File: src/sv/pms_pkg.sv
// Shared types and constants for the packed multi-stack store.
package pms_pkg;

  // Field widths fixed by the stream format
  localparam int unsigned REQ_W    = 2;
  localparam int unsigned SID_W    = 3;
  localparam int unsigned DATA_W   = 32;
  localparam int unsigned STATUS_W = 2;
  localparam int unsigned NUMST_W  = 4;
  localparam int unsigned CAP_W    = 7;
  localparam int unsigned CFG_A_W  = 1;
  localparam int unsigned CFG_D_W  = 7;

  // Configuration register indexes
  localparam logic [CFG_A_W-1:0] CFG_NUM_STACKS = 1'b0;
  localparam logic [CFG_A_W-1:0] CFG_CAPACITY   = 1'b1;

  // Configuration reset values
  localparam logic [NUMST_W-1:0] NUM_STACKS_RST = 4'd1;
  localparam logic [CAP_W-1:0]   CAPACITY_RST   = 7'd64;

  // Request kinds
  typedef enum logic [REQ_W-1:0] {
    REQ_PUSH = 2'd0,
    REQ_POP  = 2'd1,
    REQ_SHOW = 2'd2,
    REQ_NONE = 2'd3
  } req_t;

  // Result status codes
  typedef enum logic [STATUS_W-1:0] {
    ST_OK       = 2'd0,
    ST_OVERFLOW = 2'd1,
    ST_EMPTY    = 2'd2,
    ST_BAD_ID   = 2'd3
  } status_t;

  // Sequencer states
  typedef enum logic [3:0] {
    S_IDLE,
    S_SCAN,
    S_DECIDE,
    S_PUSH_SH,
    S_POP_RD,
    S_POP_CAP,
    S_POP_SH,
    S_DREAD,
    S_DCAP,
    S_RESP
  } state_t;

endpackage

File: src/sv/pms_ram.sv
// Generic single-write, single-read RAM with registered read data.
module pms_ram #(
  parameter int unsigned WIDTH = 32,
  parameter int unsigned DEPTH = 64
) (
  input  logic                     clk,
  input  logic                     we,
  input  logic [$clog2(DEPTH)-1:0] waddr,
  input  logic [WIDTH-1:0]         wdata,
  input  logic                     re,
  input  logic [$clog2(DEPTH)-1:0] raddr,
  output logic [WIDTH-1:0]         rdata
);

  logic [WIDTH-1:0] mem [DEPTH];

  // Write port
  always_ff @(posedge clk) begin
    if (we) begin
      mem[waddr] <= wdata;
    end
  end

  // Registered read port; data holds while no read is issued
  always_ff @(posedge clk) begin
    if (re) begin
      rdata <= mem[raddr];
    end
  end

endmodule

File: src/sv/packed_multi_stack_store.sv
// Packed multi-stack store: up to MAX_STACKS LIFO stacks packed back to back in one RAM of
// STORE_DEPTH 32-bit words. Each request is handled alone. Every push, pop or display on a
// valid stack first scans the count table, one stack per cycle, then passes a decision state.
// A push then moves every element above its insertion point up one word, one RAM word per
// cycle, and writes the new value. A pop reads the top word, then moves the words above it
// down, one per cycle. A display reads each element and then hands it to the output register,
// because the RAM read data is registered; it reads the next element only after the last one
// is handed over. An overflow, an underflow or an empty display goes from the decision state
// straight to the result. A bad stack id skips the scan, and an unused request kind gives no
// result. A stalled result holds the sequencer until the result register frees. The single
// RAM port pair sets the moving rate. The RAM contents are undefined after reset, and only
// words below the total count are read.
module packed_multi_stack_store #(
  parameter int unsigned MAX_STACKS  = 8,
  parameter int unsigned STORE_DEPTH = 64
) (
  input  logic                         clk,
  input  logic                         rst_n,
  // Request stream
  input  logic                         in_tvalid,
  output logic                         in_tready,
  input  logic [31:0]                  in_tdata,   // push_value[31:0]
  input  logic [4:0]                   in_tuser,   // req_type[1:0], stack_id[4:2]
  // Result stream
  output logic                         out_tvalid,
  input  logic                         out_tready,
  output logic [31:0]                  out_tdata,  // data[31:0]
  output logic [1:0]                   out_tuser,  // status[1:0]
  output logic                         out_tlast,
  // Configuration writes
  input  logic                         cfg_we,
  input  logic [pms_pkg::CFG_A_W-1:0]  cfg_addr,
  input  logic [pms_pkg::CFG_D_W-1:0]  cfg_wdata
);

  localparam int unsigned AW = $clog2(STORE_DEPTH);
  localparam int unsigned CW = $clog2(STORE_DEPTH + 1);
  localparam int unsigned SW = (MAX_STACKS > 1) ? $clog2(MAX_STACKS) : 1;
  localparam int unsigned DW = pms_pkg::DATA_W;

  // Configuration registers
  logic [pms_pkg::NUMST_W-1:0] num_stacks_r;
  logic [pms_pkg::CAP_W-1:0]   capacity_r;

  // Sequencer state
  pms_pkg::state_t state_r, state_nxt;
  pms_pkg::req_t   req_r, req_nxt;
  logic [pms_pkg::SID_W-1:0] sid_r, sid_nxt;
  logic [DW-1:0]   val_r, val_nxt;
  logic [SW-1:0]   scan_i_r, scan_i_nxt;
  logic [CW-1:0]   base_r, base_nxt;
  logic [CW-1:0]   total_r, total_nxt;
  logic [CW-1:0]   ptr_r, ptr_nxt;
  logic [CW-1:0]   pos_r, pos_nxt;
  logic            wr_pend_r, wr_pend_nxt;
  logic [AW-1:0]   wr_addr_r, wr_addr_nxt;
  pms_pkg::status_t resp_status_r, resp_status_nxt;
  logic [DW-1:0]   resp_data_r, resp_data_nxt;

  // Output register
  logic            out_valid_r;
  pms_pkg::status_t out_status_r, out_status_nxt;
  logic [DW-1:0]   out_data_r, out_data_nxt;
  logic            out_last_r, out_last_nxt;
  logic            load_out;
  logic            slot_free;

  // Stack count table
  logic [CW-1:0]   counts_r [MAX_STACKS];
  logic            cnt_we;
  logic [CW-1:0]   cnt_wval;
  logic [SW-1:0]   sid_idx;
  logic [CW-1:0]   cur_cnt;
  logic [CW-1:0]   scan_cnt;

  // RAM port signals
  logic            ram_we;
  logic [AW-1:0]   ram_waddr;
  logic [DW-1:0]   ram_wdata;
  logic            ram_re;
  logic [AW-1:0]   ram_raddr;
  logic [DW-1:0]   ram_rdata;

  logic            in_accept;
  logic            sid_ok;
  logic            full;
  logic [CW-1:0]   ptr_plus;
  logic [CW-1:0]   ptr_minus;
  pms_pkg::req_t   in_req;
  logic [pms_pkg::SID_W-1:0] in_sid;

  assign in_tready = (state_r == pms_pkg::S_IDLE);
  assign in_accept = in_tvalid && in_tready;
  assign in_req    = pms_pkg::req_t'(in_tuser[1:0]);
  assign in_sid    = in_tuser[4:2];
  assign sid_ok    = (int'(in_sid) < int'(num_stacks_r)) && (int'(in_sid) < MAX_STACKS);
  assign sid_idx   = SW'(sid_r);
  assign cur_cnt   = counts_r[sid_idx];
  assign scan_cnt  = counts_r[scan_i_r];
  assign full      = (int'(total_r) >= int'(capacity_r)) || (int'(total_r) >= STORE_DEPTH);
  assign ptr_plus  = CW'(ptr_r + 1'b1);
  assign ptr_minus = CW'(ptr_r - 1'b1);
  assign slot_free = !out_valid_r || out_tready;

  // Element store
  pms_ram #(
    .WIDTH (DW),
    .DEPTH (STORE_DEPTH)
  ) u_store (
    .clk   (clk),
    .we    (ram_we),
    .waddr (ram_waddr),
    .wdata (ram_wdata),
    .re    (ram_re),
    .raddr (ram_raddr),
    .rdata (ram_rdata)
  );

  // Configuration registers
  always_ff @(posedge clk) begin
    if (!rst_n) begin
      num_stacks_r <= pms_pkg::NUM_STACKS_RST;
      capacity_r   <= pms_pkg::CAPACITY_RST;
    end else if (cfg_we) begin
      unique case (cfg_addr)
        pms_pkg::CFG_NUM_STACKS: num_stacks_r <= cfg_wdata[pms_pkg::NUMST_W-1:0];
        pms_pkg::CFG_CAPACITY:   capacity_r   <= cfg_wdata[pms_pkg::CAP_W-1:0];
        default: ;
      endcase
    end
  end

  // Count table: clear at reset, update at most one entry per request
  always_ff @(posedge clk) begin
    if (!rst_n) begin
      for (int i = 0; i < MAX_STACKS; i++) begin
        counts_r[i] <= '0;
      end
    end else if (cnt_we) begin
      counts_r[sid_idx] <= cnt_wval;
    end
  end

  // Sequencer and output control registers
  always_ff @(posedge clk) begin
    if (!rst_n) begin
      state_r     <= pms_pkg::S_IDLE;
      wr_pend_r   <= 1'b0;
      out_valid_r <= 1'b0;
    end else begin
      state_r   <= state_nxt;
      wr_pend_r <= wr_pend_nxt;
      if (load_out) begin
        out_valid_r <= 1'b1;
      end else if (out_tready) begin
        out_valid_r <= 1'b0;
      end
    end
  end

  // Payload registers
  always_ff @(posedge clk) begin
    req_r         <= req_nxt;
    sid_r         <= sid_nxt;
    val_r         <= val_nxt;
    scan_i_r      <= scan_i_nxt;
    base_r        <= base_nxt;
    total_r       <= total_nxt;
    ptr_r         <= ptr_nxt;
    pos_r         <= pos_nxt;
    wr_addr_r     <= wr_addr_nxt;
    resp_status_r <= resp_status_nxt;
    resp_data_r   <= resp_data_nxt;
    if (load_out) begin
      out_status_r <= out_status_nxt;
      out_data_r   <= out_data_nxt;
      out_last_r   <= out_last_nxt;
    end
  end

  // Next state, RAM accesses and result loading
  always_comb begin
    state_nxt       = state_r;
    req_nxt         = req_r;
    sid_nxt         = sid_r;
    val_nxt         = val_r;
    scan_i_nxt      = scan_i_r;
    base_nxt        = base_r;
    total_nxt       = total_r;
    ptr_nxt         = ptr_r;
    pos_nxt         = pos_r;
    wr_pend_nxt     = wr_pend_r;
    wr_addr_nxt     = wr_addr_r;
    resp_status_nxt = resp_status_r;
    resp_data_nxt   = resp_data_r;
    load_out        = 1'b0;
    out_status_nxt  = resp_status_r;
    out_data_nxt    = resp_data_r;
    out_last_nxt    = 1'b1;
    cnt_we          = 1'b0;
    cnt_wval        = cur_cnt;
    ram_re          = 1'b0;
    ram_raddr       = ptr_r[AW-1:0];
    // Pending shift write uses the word read in the previous cycle
    ram_we          = wr_pend_r;
    ram_waddr       = wr_addr_r;
    ram_wdata       = ram_rdata;

    unique case (state_r)
      pms_pkg::S_IDLE: begin
        if (in_accept) begin
          req_nxt = in_req;
          sid_nxt = in_sid;
          val_nxt = in_tdata;
          if (in_req == pms_pkg::REQ_NONE) begin
            state_nxt = pms_pkg::S_IDLE;
          end else if (!sid_ok) begin
            resp_status_nxt = pms_pkg::ST_BAD_ID;
            resp_data_nxt   = '0;
            state_nxt       = pms_pkg::S_RESP;
          end else begin
            scan_i_nxt = '0;
            base_nxt   = '0;
            total_nxt  = '0;
            state_nxt  = pms_pkg::S_SCAN;
          end
        end
      end

      // Accumulate the total count and the base of the addressed stack
      pms_pkg::S_SCAN: begin
        total_nxt = CW'(total_r + scan_cnt);
        if (int'(scan_i_r) < int'(sid_r)) begin
          base_nxt = CW'(base_r + scan_cnt);
        end
        if (scan_i_r == SW'(MAX_STACKS - 1)) begin
          state_nxt = pms_pkg::S_DECIDE;
        end else begin
          scan_i_nxt = SW'(scan_i_r + 1'b1);
        end
      end

      pms_pkg::S_DECIDE: begin
        wr_pend_nxt = 1'b0;
        unique case (req_r)
          pms_pkg::REQ_PUSH: begin
            if (full) begin
              resp_status_nxt = pms_pkg::ST_OVERFLOW;
              resp_data_nxt   = '0;
              state_nxt       = pms_pkg::S_RESP;
            end else begin
              pos_nxt   = CW'(base_r + cur_cnt);
              ptr_nxt   = total_r;
              state_nxt = pms_pkg::S_PUSH_SH;
            end
          end
          pms_pkg::REQ_POP: begin
            if (cur_cnt == '0) begin
              resp_status_nxt = pms_pkg::ST_EMPTY;
              resp_data_nxt   = '1;
              state_nxt       = pms_pkg::S_RESP;
            end else begin
              pos_nxt   = CW'(base_r + cur_cnt - 1'b1);
              state_nxt = pms_pkg::S_POP_RD;
            end
          end
          pms_pkg::REQ_SHOW: begin
            if (cur_cnt == '0) begin
              resp_status_nxt = pms_pkg::ST_EMPTY;
              resp_data_nxt   = '0;
              state_nxt       = pms_pkg::S_RESP;
            end else begin
              ptr_nxt   = base_r;
              pos_nxt   = CW'(base_r + cur_cnt);
              state_nxt = pms_pkg::S_DREAD;
            end
          end
          default: state_nxt = pms_pkg::S_IDLE;
        endcase
      end

      // Move higher words up one place, top down, then insert the value
      pms_pkg::S_PUSH_SH: begin
        if (ptr_r > pos_r) begin
          ram_re      = 1'b1;
          ram_raddr   = ptr_minus[AW-1:0];
          wr_addr_nxt = ptr_r[AW-1:0];
          wr_pend_nxt = 1'b1;
          ptr_nxt     = ptr_minus;
        end else begin
          wr_pend_nxt = 1'b0;
          if (!wr_pend_r) begin
            ram_we          = 1'b1;
            ram_waddr       = pos_r[AW-1:0];
            ram_wdata       = val_r;
            cnt_we          = 1'b1;
            cnt_wval        = CW'(cur_cnt + 1'b1);
            resp_status_nxt = pms_pkg::ST_OK;
            resp_data_nxt   = '0;
            state_nxt       = pms_pkg::S_RESP;
          end
        end
      end

      // Read the top word of the stack
      pms_pkg::S_POP_RD: begin
        ram_re    = 1'b1;
        ram_raddr = pos_r[AW-1:0];
        ptr_nxt   = CW'(pos_r + 1'b1);
        state_nxt = pms_pkg::S_POP_CAP;
      end

      pms_pkg::S_POP_CAP: begin
        val_nxt   = ram_rdata;
        state_nxt = pms_pkg::S_POP_SH;
      end

      // Move higher words down one place, bottom up
      pms_pkg::S_POP_SH: begin
        if (ptr_r < total_r) begin
          ram_re      = 1'b1;
          ram_raddr   = ptr_r[AW-1:0];
          wr_addr_nxt = ptr_minus[AW-1:0];
          wr_pend_nxt = 1'b1;
          ptr_nxt     = ptr_plus;
        end else begin
          wr_pend_nxt = 1'b0;
          if (!wr_pend_r) begin
            cnt_we          = 1'b1;
            cnt_wval        = CW'(cur_cnt - 1'b1);
            resp_status_nxt = pms_pkg::ST_OK;
            resp_data_nxt   = val_r;
            state_nxt       = pms_pkg::S_RESP;
          end
        end
      end

      pms_pkg::S_DREAD: begin
        ram_re    = 1'b1;
        ram_raddr = ptr_r[AW-1:0];
        state_nxt = pms_pkg::S_DCAP;
      end

      // Hand one displayed element to the output register
      pms_pkg::S_DCAP: begin
        if (slot_free) begin
          load_out       = 1'b1;
          out_status_nxt = pms_pkg::ST_OK;
          out_data_nxt   = ram_rdata;
          out_last_nxt   = (ptr_plus == pos_r);
          ptr_nxt        = ptr_plus;
          state_nxt      = (ptr_plus == pos_r) ? pms_pkg::S_IDLE : pms_pkg::S_DREAD;
        end
      end

      pms_pkg::S_RESP: begin
        if (slot_free) begin
          load_out  = 1'b1;
          state_nxt = pms_pkg::S_IDLE;
        end
      end

      default: state_nxt = pms_pkg::S_IDLE;
    endcase
  end

  assign out_tvalid = out_valid_r;
  assign out_tdata  = out_data_r;
  assign out_tuser  = out_status_r;
  assign out_tlast  = out_last_r;

  // A RAM write always lands inside the store
  a_waddr_range: assert property (@(posedge clk) disable iff (!rst_n)
    ram_we |-> (int'(ram_waddr) < STORE_DEPTH))
    else $error("store write address out of range");

  // A shift never reads the word it writes in the same cycle
  a_no_rw_overlap: assert property (@(posedge clk) disable iff (!rst_n)
    (ram_we && ram_re) |-> (ram_waddr != ram_raddr))
    else $error("store read and write collide during shift");

  // The final result of a request returns the sequencer to idle
  a_last_idle: assert property (@(posedge clk) disable iff (!rst_n)
    (load_out && out_last_nxt) |=> (state_r == pms_pkg::S_IDLE))
    else $error("sequencer busy after final result");

  // Display reads stay below the end of the addressed stack
  a_disp_bound: assert property (@(posedge clk) disable iff (!rst_n)
    (state_r == pms_pkg::S_DCAP) |-> (ptr_r < pos_r))
    else $error("display pointer past stack end");

endmodule

File: config.mk
export PLATFORM = sky130hd
export DESIGN_NAME = packed_multi_stack_store
export DESIGN_NICKNAME = d
export VERILOG_FILES = /design/src/sv/pms_pkg.sv /design/src/sv/pms_ram.sv /design/src/sv/packed_multi_stack_store.sv
export SDC_FILE = /design/constraint.sdc
export NUM_CORES = 2
export LEC_CHECK = 0
export ABC_AREA = 1
export BUFFER_PORTS_ARGS = -buffer_cell sky130_fd_sc_hd__buf_4
export CORE_MARGIN = 1.5
export CORE_UTILIZATION = 55
export CTS_CLUSTER_DIAMETER = 80
export DETAILED_ROUTE_END_ITERATION = 12
export PLACE_DENSITY = 0.72
export SLEW_MARGIN = 30
export SYNTH_ARGS = -nofsm -noshare
export SYNTH_HDL_FRONTEND = slang
export SYNTH_SLANG_ARGS = --single-unit
File: constraint.sdc
create_clock -name clk -period 10.28 [get_ports clk]
set_input_delay 1.028 -clock clk [delete_from_list [all_inputs] [get_ports clk]]
set_output_delay 1.028 -clock clk [all_outputs]
set_load 0.01 [all_outputs]
# == Yosys cells after proc, flatten, opt, wreduce, memory -nomap -nowiden ==
# Memory sizes are Yosys's and may differ from the RTL's. A register that Yosys moved wholly into a read port is not among the register bits.
# Cells that the tools add are included.
# op_classes
order_cmp,6
n_eq_ne,41
n_mux,106
add_sub_neg,10
reduce_logical,33
n_bitwise,1
# ops
op,count
32-bit two-way mux,16
32-bit case mux with 4 select lines,1
7-bit two-way mux,17
32-bit case mux with 3 select lines,1
32-bit case mux with 2 select lines,1
7-bit case mux with 2 select lines,4
4-bit two-way mux,12
4-bit case mux with 10 select lines,1
6-bit two-way mux,6
7-bit case mux with 5 select lines,1
2-bit != test (second input constant),16
3-bit two-way mux,8
6-bit case mux with 2 select lines,2
7-bit by 1-bit adder with 7-bit output (second input constant),3
7-bit adder,3
7-bit case mux with 3 select lines,1
7-bit by 1-bit subtractor with 7-bit output (second input constant),3
2-bit two-way mux,10
1-bit two-way mux,18
3-bit != test (second input constant),6
4-bit by 3-bit == test with 1-bit output (second input constant),4
5-bit AND reduction,3
4-bit case mux with 3 select lines,1
12-bit AND reduction,1
other kinds (41),58
# word_totals
input_bits,50
regBits,160
ramBits,2104
output_inout_bits,37
elab_cells,218
mem_count,2
# mem_list
memory,words,word_bits,rd,rd_ports_with_merged_regs,write_ports,line,source
u_store.mem,64,32,1,1,1,pms_ram.sv:15,logic [WIDTH-1:0] mem [DEPTH];
counts_r,8,7,2,2,8,packed_multi_stack_store.sv:69,logic [CW-1:0] counts_r [MAX_STACKS];

# == Longest topological paths before layout ==
# depth
ltp_word,8
mapped_depth,22
mapped_depth_nobuf,21

# == By module ==
# A second synthesis with hierarchy kept.
# hier_totals
cells_unflattened,8307
area_unflattened_um2,95919.5
# by_module_without_submodules
mod,area_per_inst_um2,cells_each,n_inst,seq_area_each_um2
pms_ram,83106.0,6785,1,62459.9
packed_multi_stack_store,12813.5,1522,1,6436.2

# == Worst setup path before layout ==
# OpenSTA, ideal clock, no wires.
# synth_timing
path_type,reg2reg
startpoint,reg ptr_r[4]
endpoint,mem u_store.mem[16][0] (enable)
stages_incl_launch_ff,16
setup_slack_ns,4.390
required_time_ns,9.778
period_less_slack_ns,5.890
arrival_time_ns,5.388
setup_time_ns,0.502
n_path_buf,1
cell_sequence,edfxtp_1 -> ha_1 -> nand2_1 -> nor2_1 -> nand2_1 -> nand2_1 -> nand2_2 -> nand2_2 -> nor2_1 -> buf_2 -> or2_2 -> o21ai_0 -> inv_1 -> nor2_1 -> nand3_1 -> nor4_1
# synth_between
elab_chain_len,5
word_cells_on_any_way,7
cone_classes,order compare (1); mux (6)
# synth_rtl
item,line,source
start: declaration,packed_multi_stack_store.sv:53,"logic [CW-1:0] ptr_r, ptr_nxt;"
start signal: assignment,packed_multi_stack_store.sv:169,ptr_r <= ptr_nxt;
7-bit > comparator *,packed_multi_stack_store.sv:284,if (ptr_r > pos_r) begin
1-bit two-way mux,packed_multi_stack_store.sv:284,
1-bit two-way mux,packed_multi_stack_store.sv:209,unique case (state_r)
1-bit two-way mux,pms_ram.sv:19,if (we) begin
1-bit two-way mux (not written as such),pms_ram.sv:20,mem[waddr] <= wdata;
end: declaration,pms_ram.sv:15,
# Every way passes the cells marked *; elsewhere a longest branch is shown, timed or not.

# == Worst setup path in the final report ==
# layout_timing
startpoint,reg ptr_r[3]
endpoint,"reg u_store.rdata[22], read port of u_store.mem (data pin)"
# layout_between
elab_chain_len,3
word_cells_on_any_way,8
cone_classes,add/sub (1); order compare (2); mux (5)
# layout_rtl
item,line,source
"7-bit by 1-bit subtractor with 7-bit output, or another cell as far along",packed_multi_stack_store.sv:102,assign ptr_minus = CW'(ptr_r - 1'b1);
"6-bit two-way mux, or another cell as far along",packed_multi_stack_store.sv:284,
6-bit case mux with 2 select lines / 1-bit case mux with 3 select lines (equally long branches),packed_multi_stack_store.sv:209,
end: declaration,pms_ram.sv:12,output logic [WIDTH-1:0] rdata
# Parallel ways exist; a longest one is shown, timed or not.
# A chain may end at the register's enable or synchronous reset.

==> impl_metrics.json <==
{
  "ys_types": 49,
  "track_usage": 0.3101,
  "drc": 0,
  "grt_pass1_wl_microns": 437600,
  "place.gp.congestion": 0.9166,
  "ios": 87,
  "wl_microns": 298000,
  "cts_made_buffers": 227,
  "finalSetupViolCount": 0,
  "syn-instance-count": 9612,
  "crit_start": "ptr_r[3]",
  "crit_required_ns": 10.90,
  "cts.repair.resized": 0,
  "crit_path_end_kind": "flop",
  "synthArstFlopShare": 0,
  "sw_frac_of_total": 0.4295,
  "core-area_sq_um": 185200,
  "clkTransAtPathRegs_ns": 0.06,
  "hold_violations": 0,
  "synth-seq-area-share": 0.6719,
  "crit_type": "reg2reg",
  "clockPowerShare": 0.239,
  "cts_tree": "done",
  "max_freq_mhz": 149.4,
  "synth.avg_cell_area_sq_um": 10.67,
  "avgRoutedWirePerCell_microns": 24.39,
  "port_buffers": 86,
  "layout-drive-gt1-share": 0.07845,
  "synth_edf_count": 2279,
  "hpwl_microns": 155700,
  "dieArea_sq_um": 189000,
  "final_net_count": 9650,
  "maxCapViolations": 0,
  "hp-class": "in2reg",
  "sequentialPowerShare": 0.332,
  "peakVddDrop_mv": 0.4162,
  "worstPathMaxFanout": 191,
  "dr.pass1.iters": 6,
  "fin_crit_sh": 0.6513,
  "nFillCells": 14220,
  "combPwrFrac": 0.428,
  "status": "finished, final reports clean",
  "antenna_found_initial": 6,
  "yosysWarnings": 0,
  "cp-start-kind": "flop",
  "numClockSinks": 2302,
  "insertion_delay_ns": 0.90,
  "syn_area_sq_um": 102500,
  "fin_crit_ns": 6.695,
  "crit_arrival_ns": 7.32,
  "grt_start_max_net_pins": 231,
  "die_w_microns": 434.8,
  "place_inst": 11790,
  "postRouteAntennaNets": 0,
  "final_cells": 12220,
  "min-delay-start": "in_tuser[1]",
  "r2r-start": "ptr_r[3]",
  "p_sw_uw": 14960,
  "rsz0062_at_grt": "no",
  "drv_slew": 0,
  "drt_iter0_drc": 10370,
  "grt_overflow": 0,
  "yosys_most_used_dff": "edfxtp_1",
  "cts.htree.levels": 4,
  "place_ws_ns": 3.702,
  "hold_buffers": 0,
  "skew_ns": 0.04154,
  "fin_ws_ns": 3.585,
  "p_leak_uw": 0.04532,
  "cts_setup_buffers": 0,
  "grt_pass1_vias": 68660,
  "tightestPinTransition_ns": 1.023,
  "intPower_uw": 19870,
  "clockBufferDepth": 3,
  "tns_ns": 0,
  "ys_seq_elements": 2302,
  "area_growth_pct": 11.07,
  "ctsRootBufferMaster": "clkbuf_16",
  "slew_headroom": 0.3183,
  "p_per_area_nw_per_um2": 305.8,
  "rows": 158,
  "start_util": 0.5536,
  "die_height_microns": 434.8,
  "syn_nets": 9719,
  "viasPerCell": 5.891,
  "num_vias": 72000
}
power groups by stage:
stage	registers, uW	logic, uW	clock network (uW)
final	11600	14900	8340
after global routing	11600	15900	8750
after CTS	11600	14500	8390
after detailed placement	11800	14400	0
after global placement	11800	14100	0
after floorplan	11800	9230	0
final cells by class:
cell class / count / area [sq um] / area share
Antenna cell: 3 / 7.507 / 0.00006592
Clock buffer: 267 / 5903 / 0.05183
Clock inverter: 158 / 1541 / 0.01353
Inverter: 1564 / 5914 / 0.05193
Multi-Input combinational cell: 5191 / 26300 / 0.2309
Sequential cell: 2302 / 68900 / 0.6049
Tap cell: 2480 / 3103 / 0.02724
Timing Repair Buffer: 257 / 2228 / 0.01957
synth_stat cells, types with 7 or more instances:
library cell,n,share of area
inv_1,1554,0.057
buf_4,10,0.00073
or2_2,39,0.0024
clkbuf_1,267,0.0098
nand3b_1,480,0.035
o21ai_1,8,0.00039
o21ai_0,346,0.017
nor3_1,12,0.00059
buf_1,30,0.0011
ha_1,54,0.0066
nand2_1,1941,0.071
buf_2,247,0.012
nor2_1,217,0.0079
nand4_1,18,0.0011
xnor2_1,7,0.00060
nand3_1,1893,0.092
o211ai_1,18,0.0013
xor2_1,20,0.0017
a21oi_1,79,0.0039
inv_2,8,0.00029
edfxtp_1,2279,0.67
nor4_1,8,0.00049
dfxtp_1,23,0.0045
path summary, 6_finish.rpt:
path | to | slack, ns | cells past startpoint
setup reg to reg | u_store.rdata[22] | 3.58 | 18
hold / removal | req_r[1] | 0.35 | 1
setup / recovery | u_store.rdata[22] | 3.58 | 18
hold reg to reg | num_stacks_r[1] | 0.46 | 2
worst max-delay path: stages (launching register included):
cell	delay (ns)
edfxtp_1	0.60
ha_1	0.38
nand2_1	0.05
nor2_1	0.16
nand4_1	0.19
nand2_2	0.18
nand2_2	0.14
nand2_4	0.25
nand2_8	0.39
nand2_8	0.78
buf_4	0.76
buf_12	0.61
nand2_1	0.11
nand3_1	0.11
nand3_1	0.11
nand3_1	0.25
nand3_1	0.40
nand3_1	0.38
nand2_1	0.10
flip-flops by register name, summed over array words and instances (netlist names), 6 cells and up, named ones only:
| signal | flops |
|---|---|
| base_r | 7 |
| total_r | 7 |
| counts_r | 56 |
| out_tdata | 32 |
| wr_addr_r | 6 |
| resp_data_r | 32 |
| u_store.mem | 2048 |
| capacity_r | 7 |
| pos_r | 7 |
| u_store.rdata | 32 |
| val_r | 32 |
| ptr_r | 7 |
through the flow:
step           instance area [sq um]    util  total power [uW]  hold slack [ns]
3_5_place_dp                  106300  0.5740             26170           0.4566
6_report                      113900  0.6148             34830           0.3458
5_1_grt                       113900  0.6148             36270           0.3205
3_3_place_gp                  106300  0.5736             25900           0.4503
2_1_floorplan                 102500       -             21020           0.4332
4_1_cts                       113800  0.6142             34440           0.2907
per-layer routing:
metal | wire length (microns) | up-vias | track usage | share of wire
li1 | - | 32230 | - | -
met1 | 112700 | 34650 | 0.4223 | 0.38
met2 | 134400 | 4425 | 0.4777 | 0.45
met3 | 34660 | 692 | 0.05955 | 0.12
met4 | 16280 | 2 | 0.1582 | 0.055
met5 | 13 | - | 0 | 0.000044
placed cells by master, fill, tap and decap left out, types with 6 or more instances in the layout:
master / Yosys / final
a21oi_1: 79 / 76
buf_12: 0 / 15
buf_4: 10 / 234
bufinv_16: 0 / 25
clkbuf_1: 267 / 35
clkbuf_16: 0 / 229
clkinv_1: 1 / 61
clkinv_2: 0 / 45
clkinvlp_4: 0 / 11
dfxtp_1: 23 / 23
edfxtp_1: 2279 / 2279
ha_1: 54 / 54
inv_1: 1554 / 1552
inv_2: 8 / 6
inv_6: 0 / 7
nand2_1: 1941 / 1941
nand3_1: 1893 / 1891
nand3b_1: 480 / 480
nand4_1: 18 / 18
nor2_1: 217 / 157
nor2_4: 1 / 60
nor3_1: 12 / 12
nor4_2: 0 / 8
o2111ai_1: 6 / 6
o211ai_1: 18 / 18
o21a_1: 6 / 6
o21ai_0: 346 / 310
o21ai_1: 8 / 9
o21ai_4: 0 / 34
or2_2: 39 / 39
xnor2_1: 7 / 7
xor2_1: 20 / 20
cell families (layout without fill, tap and decap cells):
kind of cell	count (synthesis)	in the layout	share of synthesized area
other	0	3	0
adder cells (fa/ha/maj)	57	57	0.007175
AO/OA/AOI/OAI	484	484	0.02511
flip-flops	2302	2302	0.6719
buffers and inverters	2119	2246	0.08105
XOR/XNOR	27	27	0.002306
AND/OR/NAND/NOR	4619	4619	0.2120
multiplexers	4	4	0.0004271
No activity file was read; power rests on OpenSTA's default activity.
